File: config.mk
export PLATFORM = sky130hd
export DESIGN_NAME = string_to_integer_parser
export DESIGN_NICKNAME = d
export VERILOG_FILES = /design/src/design/s2i_pkg.sv /design/src/design/s2i_in_stage.sv /design/src/design/s2i_core.sv /design/src/design/s2i_out_stage.sv /design/src/design/string_to_integer_parser.sv
export SDC_FILE = /design/constraint.sdc
export NUM_CORES = 1
export LEC_CHECK = 0
export ABC_AREA = 1
export BUFFER_PORTS_ARGS = -buffer_cell sky130_fd_sc_hd__clkbuf_2
export CORE_MARGIN = 2
export CORE_UTILIZATION = 69
export DETAILED_ROUTE_END_ITERATION = 6
export GPL_TIMING_DRIVEN = 0
export PLACE_DENSITY = 0.9
export SLEW_MARGIN = 15
export SYNTH_ARGS = -nofsm -noshare
export SYNTH_HDL_FRONTEND = slang
export SYNTH_SLANG_ARGS = --single-unit
File: constraint.sdc
create_clock -name clk -period 21.5 [get_ports clk]
set_input_delay 3.225 -clock clk [delete_from_list [all_inputs] [get_ports clk]]
set_output_delay 3.225 -clock clk [all_outputs]
set_load 0.05 [all_outputs]
File: src/design/s2i_pkg.sv
`default_nettype none
package s2i_pkg;

	localparam int VALUE_BITS  = 32;
	localparam int OFFSET_BITS = 16;
	localparam int BASE_BITS   = 6;
	localparam int PROD_BITS   = VALUE_BITS + BASE_BITS + 1;

	localparam logic [VALUE_BITS-1:0]  VALUE_MAX  = {VALUE_BITS{1'b1}};
	localparam logic [VALUE_BITS-1:0]  SIGNED_MAX = {1'b0, {(VALUE_BITS-1){1'b1}}};
	localparam logic [OFFSET_BITS-1:0] OFFSET_MAX = {OFFSET_BITS{1'b1}};

	localparam logic [BASE_BITS-1:0] BASE_AUTO = BASE_BITS'(0);
	localparam logic [BASE_BITS-1:0] BASE_ONE  = BASE_BITS'(1);
	localparam logic [BASE_BITS-1:0] BASE_OCT  = BASE_BITS'(8);
	localparam logic [BASE_BITS-1:0] BASE_DEC  = BASE_BITS'(10);
	localparam logic [BASE_BITS-1:0] BASE_HEX  = BASE_BITS'(16);
	localparam logic [BASE_BITS-1:0] BASE_TOP  = BASE_BITS'(36);
	localparam logic [BASE_BITS-1:0] NO_DIGIT  = {BASE_BITS{1'b1}};

	localparam logic [7:0] CH_TAB   = 8'h09;
	localparam logic [7:0] CH_SPACE = 8'h20;
	localparam logic [7:0] CH_PLUS  = 8'h2b;
	localparam logic [7:0] CH_MINUS = 8'h2d;
	localparam logic [7:0] CH_0     = 8'h30;
	localparam logic [7:0] CH_9     = 8'h39;
	localparam logic [7:0] CH_UA    = 8'h41;
	localparam logic [7:0] CH_UX    = 8'h58;
	localparam logic [7:0] CH_UZ    = 8'h5a;
	localparam logic [7:0] CH_LA    = 8'h61;
	localparam logic [7:0] CH_LX    = 8'h78;
	localparam logic [7:0] CH_LZ    = 8'h7a;

	localparam logic REG_NUMBER_BASE = 1'b0;
	localparam logic REG_SIGNED_MODE = 1'b1;

	typedef enum logic [5:0] {
		PH_IDLE   = 6'b000001,
		PH_BLANK  = 6'b000010,
		PH_SIGNED = 6'b000100,
		PH_ZERO   = 6'b001000,
		PH_PREFIX = 6'b010000,
		PH_DIGITS = 6'b100000
	} s2i_phase_t;

	typedef struct packed {
		logic [7:0] char_byte;
		logic       start_string;
	} s2i_in_t;

	typedef struct packed {
		logic [VALUE_BITS-1:0]  value;
		logic [OFFSET_BITS-1:0] end_offset;
		logic                   digits_found;
		logic                   out_of_range;
	} s2i_out_t;

	typedef struct packed {
		logic [BASE_BITS-1:0] number_base;
		logic                 signed_mode;
	} s2i_cfg_t;

	typedef struct packed {
		s2i_phase_t             phase;
		logic [VALUE_BITS-1:0]  acc;
		logic [BASE_BITS-1:0]   eb;
		logic                   minus;
		logic                   ovf;
		logic                   dig;
		logic [OFFSET_BITS-1:0] pos;
		logic [OFFSET_BITS-1:0] lgp;
	} s2i_state_t;

	typedef struct packed {
		logic take_item;
		logic load_res;
		logic idle;
	} s2i_ctl_t;

	function automatic logic [BASE_BITS-1:0] digit_of(input logic [7:0] c);
		logic [BASE_BITS-1:0] d;
		d = NO_DIGIT;
		if (c >= CH_0 && c <= CH_9) begin
			d = BASE_BITS'(c - CH_0);
		end else if (c >= CH_UA && c <= CH_UZ) begin
			d = BASE_BITS'(c - CH_UA + 8'd10);
		end else if (c >= CH_LA && c <= CH_LZ) begin
			d = BASE_BITS'(c - CH_LA + 8'd10);
		end
		return d;
	endfunction

endpackage
`default_nettype wire

File: src/design/s2i_in_stage.sv
`default_nettype none
module s2i_in_stage
	import s2i_pkg::*;
(
	input  wire logic    clk,
	input  wire logic    arst_n,
	input  wire logic    char_valid,
	output logic         char_ready,
	input  wire s2i_in_t char_item,
	input  wire logic    take_item,
	output logic         valid_s1,
	output s2i_in_t      item_s1
);

	assign char_ready = !valid_s1 || take_item;

	always_ff @(posedge clk or negedge arst_n) begin
		if (!arst_n) begin
			valid_s1 <= 1'b0;
		end else if (char_valid && char_ready) begin
			valid_s1 <= 1'b1;
		end else if (take_item) begin
			valid_s1 <= 1'b0;
		end
	end

	always_ff @(posedge clk) begin
		if (char_valid && char_ready) begin
			item_s1 <= char_item;
		end
	end

endmodule
`default_nettype wire

File: src/design/s2i_core.sv
`default_nettype none
module s2i_core
	import s2i_pkg::*;
(
	input  wire logic     clk,
	input  wire logic     arst_n,
	input  wire s2i_cfg_t cfg,
	input  wire logic     valid_s1,
	input  wire s2i_in_t  item_s1,
	input  wire logic     res_free,
	output s2i_ctl_t      ctl,
	output s2i_out_t      res
);

	s2i_state_t st_q;
	s2i_state_t nx;
	logic [BASE_BITS-1:0] d;
	logic [PROD_BITS-1:0] prod;
	logic active;
	logic first;
	logic try_digit;
	logic emit;
	logic [7:0] c;

	always_comb begin
		nx        = st_q;
		c         = item_s1.char_byte;
		d         = digit_of(c);
		active    = 1'b1;
		first     = 1'b0;
		try_digit = 1'b0;
		emit      = 1'b0;
		prod      = '0;
		res       = '0;

		if (item_s1.start_string) begin
			nx.phase = PH_BLANK;
			nx.acc   = '0;
			nx.eb    = cfg.number_base;
			nx.minus = 1'b0;
			nx.ovf   = 1'b0;
			nx.dig   = 1'b0;
			nx.pos   = '0;
			nx.lgp   = '0;
			// a radix of one or above thirty-six ends the string at once
			if (cfg.number_base == BASE_ONE || cfg.number_base > BASE_TOP) begin
				active = 1'b0;
				emit   = 1'b1;
			end
		end else if (st_q.phase == PH_IDLE) begin
			active = 1'b0;
		end else if (st_q.pos != OFFSET_MAX) begin
			nx.pos = st_q.pos + 1'b1;
		end

		if (active) begin
			unique case (nx.phase)
				PH_BLANK: begin
					if (c == CH_PLUS || c == CH_MINUS) begin
						nx.minus = (c == CH_MINUS);
						nx.phase = PH_SIGNED;
					end else if (c != CH_SPACE && c != CH_TAB) begin
						first = 1'b1;
					end
				end
				PH_SIGNED: first = 1'b1;
				PH_ZERO: begin
					if (c == CH_LX || c == CH_UX) begin
						nx.eb    = BASE_HEX;
						nx.phase = PH_PREFIX;
					end else begin
						if (nx.eb == BASE_AUTO) nx.eb = BASE_OCT;
						try_digit = 1'b1;
					end
				end
				PH_PREFIX, PH_DIGITS: try_digit = 1'b1;
				default: nx.phase = PH_IDLE;
			endcase
		end

		if (first) begin
			if (c == CH_0 && (nx.eb == BASE_AUTO || nx.eb == BASE_HEX)) begin
				nx.acc   = '0;
				nx.lgp   = (nx.pos == OFFSET_MAX) ? OFFSET_MAX : nx.pos + 1'b1;
				nx.dig   = 1'b1;
				nx.phase = PH_ZERO;
			end else if (nx.eb == BASE_AUTO && d >= BASE_DEC) begin
				emit = 1'b1;
			end else begin
				if (nx.eb == BASE_AUTO) nx.eb = BASE_DEC;
				try_digit = 1'b1;
			end
		end

		if (try_digit) begin
			if (d < nx.eb) begin
				prod = PROD_BITS'(nx.acc) * PROD_BITS'(nx.eb) + PROD_BITS'(d);
				if (!nx.ovf) begin
					if (prod > PROD_BITS'(VALUE_MAX)) nx.ovf = 1'b1;
					else nx.acc = prod[VALUE_BITS-1:0];
				end
				nx.lgp   = (nx.pos == OFFSET_MAX) ? OFFSET_MAX : nx.pos + 1'b1;
				nx.dig   = 1'b1;
				nx.phase = PH_DIGITS;
			end else begin
				emit = 1'b1;
			end
		end

		if (emit) begin
			nx.phase = PH_IDLE;
			if (nx.dig) begin
				res.end_offset   = nx.lgp;
				res.digits_found = 1'b1;
				if (cfg.signed_mode && !nx.minus && (nx.ovf || nx.acc > SIGNED_MAX)) begin
					res.value        = SIGNED_MAX;
					res.out_of_range = 1'b1;
				end else if (cfg.signed_mode && nx.minus &&
						(nx.ovf || nx.acc > SIGNED_MAX + 1'b1)) begin
					res.value        = SIGNED_MAX + 1'b1;
					res.out_of_range = 1'b1;
				end else if (!cfg.signed_mode && nx.ovf) begin
					res.value        = VALUE_MAX;
					res.out_of_range = 1'b1;
				end else begin
					res.value = nx.minus ? (~nx.acc + 1'b1) : nx.acc;
				end
			end
		end
	end

	// hold the item while a finished result cannot be handed on
	assign ctl.take_item = valid_s1 && (!emit || res_free);
	assign ctl.load_res  = valid_s1 && emit && res_free;
	assign ctl.idle      = (st_q.phase == PH_IDLE);

	always_ff @(posedge clk or negedge arst_n) begin
		if (!arst_n) begin
			st_q.phase <= PH_IDLE;
			st_q.acc   <= '0;
			st_q.eb    <= '0;
			st_q.minus <= 1'b0;
			st_q.ovf   <= 1'b0;
			st_q.dig   <= 1'b0;
			st_q.pos   <= '0;
			st_q.lgp   <= '0;
		end else if (ctl.take_item) begin
			st_q <= nx;
		end
	end

endmodule
`default_nettype wire

File: src/design/s2i_out_stage.sv
`default_nettype none
module s2i_out_stage
	import s2i_pkg::*;
(
	input  wire logic     clk,
	input  wire logic     arst_n,
	input  wire logic     load_res,
	input  wire s2i_out_t res,
	output logic          res_free,
	output logic          res_valid,
	input  wire logic     res_ready,
	output s2i_out_t      res_item
);

	logic     res_valid_q;
	s2i_out_t res_q;

	assign res_free  = !res_valid_q || res_ready;
	assign res_valid = res_valid_q;
	assign res_item  = res_q;

	always_ff @(posedge clk or negedge arst_n) begin
		if (!arst_n) begin
			res_valid_q <= 1'b0;
		end else if (load_res) begin
			res_valid_q <= 1'b1;
		end else if (res_ready) begin
			res_valid_q <= 1'b0;
		end
	end

	always_ff @(posedge clk) begin
		if (load_res) begin
			res_q <= res;
		end
	end

endmodule
`default_nettype wire

File: src/design/string_to_integer_parser.sv
// Result path: the item that ends the number passes the input register, then the result register,
// and stalls in the input register while the result register is full and not read; other items give no result.
// Throughput: one item per cycle while no finished result is stalled, set by the accumulator multiply-add
// by the radix with its overflow test between the input and result registers.
// Reset (arst_n low): parser idle, accumulator and offsets cleared, radix 0, signed mode on.
`default_nettype none
module string_to_integer_parser
	import s2i_pkg::*;
(
	input  wire logic                 clk,
	input  wire logic                 arst_n,
	input  wire logic                 char_valid,
	output logic                      char_ready,
	input  wire s2i_in_t              char_item,
	output logic                      res_valid,
	input  wire logic                 res_ready,
	output s2i_out_t                  res_item,
	input  wire logic                 wr_en,
	input  wire logic                 wr_index,
	input  wire logic [BASE_BITS-1:0] wr_data
);

	s2i_cfg_t cfg_q;
	s2i_ctl_t ctl;
	s2i_in_t  item_s1;
	s2i_out_t res;
	logic     valid_s1;
	logic     res_free;

	always_ff @(posedge clk or negedge arst_n) begin
		if (!arst_n) begin
			cfg_q.number_base <= BASE_AUTO;
			cfg_q.signed_mode <= 1'b1;
		end else if (wr_en) begin
			unique case (wr_index)
				REG_NUMBER_BASE: cfg_q.number_base <= wr_data;
				REG_SIGNED_MODE: cfg_q.signed_mode <= wr_data[0];
				default: ;
			endcase
		end
	end

	s2i_in_stage u_in (
		.clk        (clk),
		.arst_n     (arst_n),
		.char_valid (char_valid),
		.char_ready (char_ready),
		.char_item  (char_item),
		.take_item  (ctl.take_item),
		.valid_s1   (valid_s1),
		.item_s1    (item_s1)
	);

	s2i_core u_core (
		.clk      (clk),
		.arst_n   (arst_n),
		.cfg      (cfg_q),
		.valid_s1 (valid_s1),
		.item_s1  (item_s1),
		.res_free (res_free),
		.ctl      (ctl),
		.res      (res)
	);

	s2i_out_stage u_out (
		.clk       (clk),
		.arst_n    (arst_n),
		.load_res  (ctl.load_res),
		.res       (res),
		.res_free  (res_free),
		.res_valid (res_valid),
		.res_ready (res_ready),
		.res_item  (res_item)
	);

	// a finished number always leaves the parser idle
	a_idle_after_result: assert property (@(posedge clk) disable iff (!arst_n)
		ctl.load_res |=> ctl.idle)
		else $error("parser not idle after result");

	a_empty_stage_ready: assert property (@(posedge clk) disable iff (!arst_n)
		!valid_s1 |-> char_ready)
		else $error("empty input stage refuses an item");

	a_result_consistent: assert property (@(posedge clk) disable iff (!arst_n)
		res_valid |-> ((!res_item.out_of_range || res_item.digits_found) &&
			(res_item.digits_found || res_item.end_offset == '0)))
		else $error("result flags inconsistent");

endmodule
`default_nettype wire
==> impl_metrics.yaml <==
power_and_ir_drop:
  total_power_mw: 2.042
  ir_worst_vdd_v: 0.00008418
  p_per_area_nw_per_um2: 116.6
  power_leakage_nw: 8.958
routing:
  wire_per_inst_um: 18.08
  ant_nets: 0
  drtIter0Drc: 1543
  num_vias: 15950
  drtPass1Iterations: 7
  wl_mm: 47.27
  drc_errors: 0
  vias_per_cell: 6.100
hold_path:
  hp-class: "register to register"
sta:
  finalMaxSlewViolations: 0
  slew_headroom: 0.2472
  fin_crit_ns: 9.769
  fin_skew_ns: 0.01359
  max_freq_mhz: 102.4
  post-route-period-util: 0.4544
  hold_viol_final: 0
  setup_viol: 0
  tns_ns: 0
  whs_ns: 0.4882
  worst_pin_slew_ns: 1.119
  rsz0062_at_grt: "false"
floorplanning:
  fp.dieArea_sq_um: 24590
  fp.dieH_um: 156.8
  core_sq_um: 22780
  chipWidth_um: 156.8
  initial_core_util: 0.7073
  pin_count: 73
  rows: 55
placed_design:
  io_buffers: 72
  gp_congestion: 0.9949
  place_hpwl_mm: 38.08
cts:
  cts_sinks: 147
  clk_path_buf_depth: 2
  insertion_delay_ns: 0.44
  postCtsHoldBufs: 0
  clk_pin_slew_worst_paths_ns: 0.06
  cts_root_buffer: "clkbuf_16"
  cts.htree.levels: 4
  ctsResizeCount: 0
  numCtsBuffers: 17
  cts_setup_buffers: 0
  cts_tree: "yes"
yosys:
  synth_fp_nets: 2443
  syn_area_sq_um: 16110
  ys_ff_latch: 147
  synth-seq-area-share: 0.2468
  syn_avg_cell_area_sq_um: 7.340
  synth_warnings: 0
  synth-main-ff-cell: "dfrtp_1"
  async_reset_ff_frac: 0.5986
  synth_cell_types: 59
  synth_edf_count: 59
  postSynthCellCount: 2195
grt:
  grt.total_usage: 0.3976
  antenna_found_initial: 0
  overflow: 0
  grt_max_degree: 49
  grt_pass1_wl_mm: 76.21
  grt_pass1_vias: 15460
run_status:
  status: "completed"
setup_path:
  crit_required_ns: 21.75
  crit_slowest_cell: "nor4_1"
  end_kind: "register"
  slowest_delay_ns: 0.95
  start_kind: "register"
  cp_num_buf_inv: 7
  crit_family: "simple AND/OR/NAND/NOR gates"
  path_class: "register to register"
  cpMostUsedCell: "nand2_1"
  cp_max_fo: 10
  critical_path_arrival_ns: 10.02
cells_and_area:
  synthToLayoutAreaGrowth_pct: 8.652
  utilization: 0.7685
  n_fill_cell: 1730
  finalNetCount: 2536
  drive_gt1_frac: 0.1008
  n_antenna_cell: 0
run:
  drv_cap: 0
[cell families (layout without fill, tap and decap cells)]
kind of cell | after synthesis | after routing | synth area share
buf+inv | 328 | 434 | 0.08201
mux | 3 | 3 | 0.002019
xor+xnor | 43 | 43 | 0.02338
compound gates | 292 | 292 | 0.1036
flops | 147 | 147 | 0.2468
simple gates | 1155 | 1155 | 0.3081
fa+ha+maj | 227 | 227 | 0.2341
[flip-flops by register name, summed over array words and instances (netlist names)]
| name | count |
|---|---|
| u_core.st_q | 79 |
| u_out.res_item | 50 |
| cfg_q | 7 |
| u_in.item_s1 | 9 |
| u_in.valid_s1 | 1 |
| u_out.res_valid | 1 |
[metrics by stage]
step / setup WS, ns / std cells / area (sq um)
floorplan: 14.03 / 2195 / 16110
global placement: 12.41 / 2580 / 16860
detailed placement: 12.22 / 2582 / 16920
CTS: 12.13 / 2614 / 17500
global route: 11.33 / 2614 / 17500
finish: 11.73 / 2614 / 17500
[layout make-up]
cell class	instances	area (sq um)	share of cell area
multi-input cells	1720	10820	0.6182
flip-flops and latches	147	3976	0.2272
inverters	259	973.4	0.05561
clock buffers	21	470.5	0.02688
repair buffers	74	410.4	0.02345
well taps	313	391.6	0.02237
plain buffers	69	347.8	0.01987
clock inverters	11	113.9	0.006505
[cells in the mapped netlist (5+ instances only)]
cell      number  area [sq um]
nand4_1       16         100.1
nor2_2        15         93.84
clkbuf_1      48         180.2
a21oi_2        5         43.79
dfrtp_1       86          2152
xor2_1        20         175.2
inv_1        240         900.9
o21ai_1       13         65.06
edfxtp_1      59          1772
xnor2_1       23         201.4
nand3_1      136         680.7
fa_1         124          2482
o21bai_1       8         60.06
nand3_2       18         180.2
nand3b_1       8         60.06
nor2_1       360          1351
inv_2         16         60.06
ha_1         103          1289
nor3_1        27         135.1
buf_2          5         25.02
a21oi_1       67         335.3
a31oi_1       24         150.1
a31oi_2        5         62.56
o21ai_0      139         695.7
nand2_1      532          1997
buf_6          9         101.4
nand2_2       22         137.6
[per-layer routing]
metal	vias to the layer above	track usage	routed length, um
li1	7237	-	-
met1	7451	0.4969	17710
met2	1062	0.6320	21280
met3	196	0.1086	5479
met4	0	0.2097	2796
met5	-	0	0
[layout by cell type, fill, tap and decap left out, drive strengths merged, types with 4 or more instances in the layout]
cell type  synthesis  layout
a21oi             72      72
a31o               4       4
a31oi             29      29
buf               21      23
clkbuf            48     141
clkinv             3       7
dfrtp             86      86
edfxtp            59      59
fa               124     124
ha               103     103
inv              256     262
nand2            558     558
nand3            156     156
nand3b             8       8
nand4             16      16
nor2             380     380
nor3              28      28
nor4               4       4
o211ai             4       4
o21a               4       4
o21ai            154     154
o21bai             9       9
o22ai              4       4
o31ai              4       4
xnor2             23      23
xor2              20      20
[report_power, final]
group | internal, mW | switching [mW] | total [mW]
registers | 0.373 | 0.0407 | 0.414
clock network | 0.171 | 0.130 | 0.302
logic | 0.391 | 0.935 | 1.33
total | 0.936 | 1.11 | 2.04
[worst register-to-register path: cells and delay by family (launching register included)]
family	cells	cell delay, ns
fa+ha+maj	6	2.83
compound gates	2	0.58
buf+inv	7	0.74
flops	1	0.53
simple gates	27	4.94
[path summary, 6_finish.rpt]
path | slack [ns] | cells after the start | start | to
min reg2reg | 0.49 | 2 | u_core.st_q[32] | u_core.st_q[32]
max reg2reg | 11.73 | 42 | u_core.st_q[73] | u_out.res_item[31]
min | 0.49 | 2 | u_core.st_q[32] | u_core.st_q[32]
min in group asynchronous | 2.82 | 1 | arst_n | u_core.st_q[29]
max | 11.73 | 42 | u_core.st_q[73] | u_out.res_item[31]
max in group asynchronous | 18.01 | 2 | arst_n | u_core.st_q[65]
Note: power is estimated with default switching activity, not from simulation.
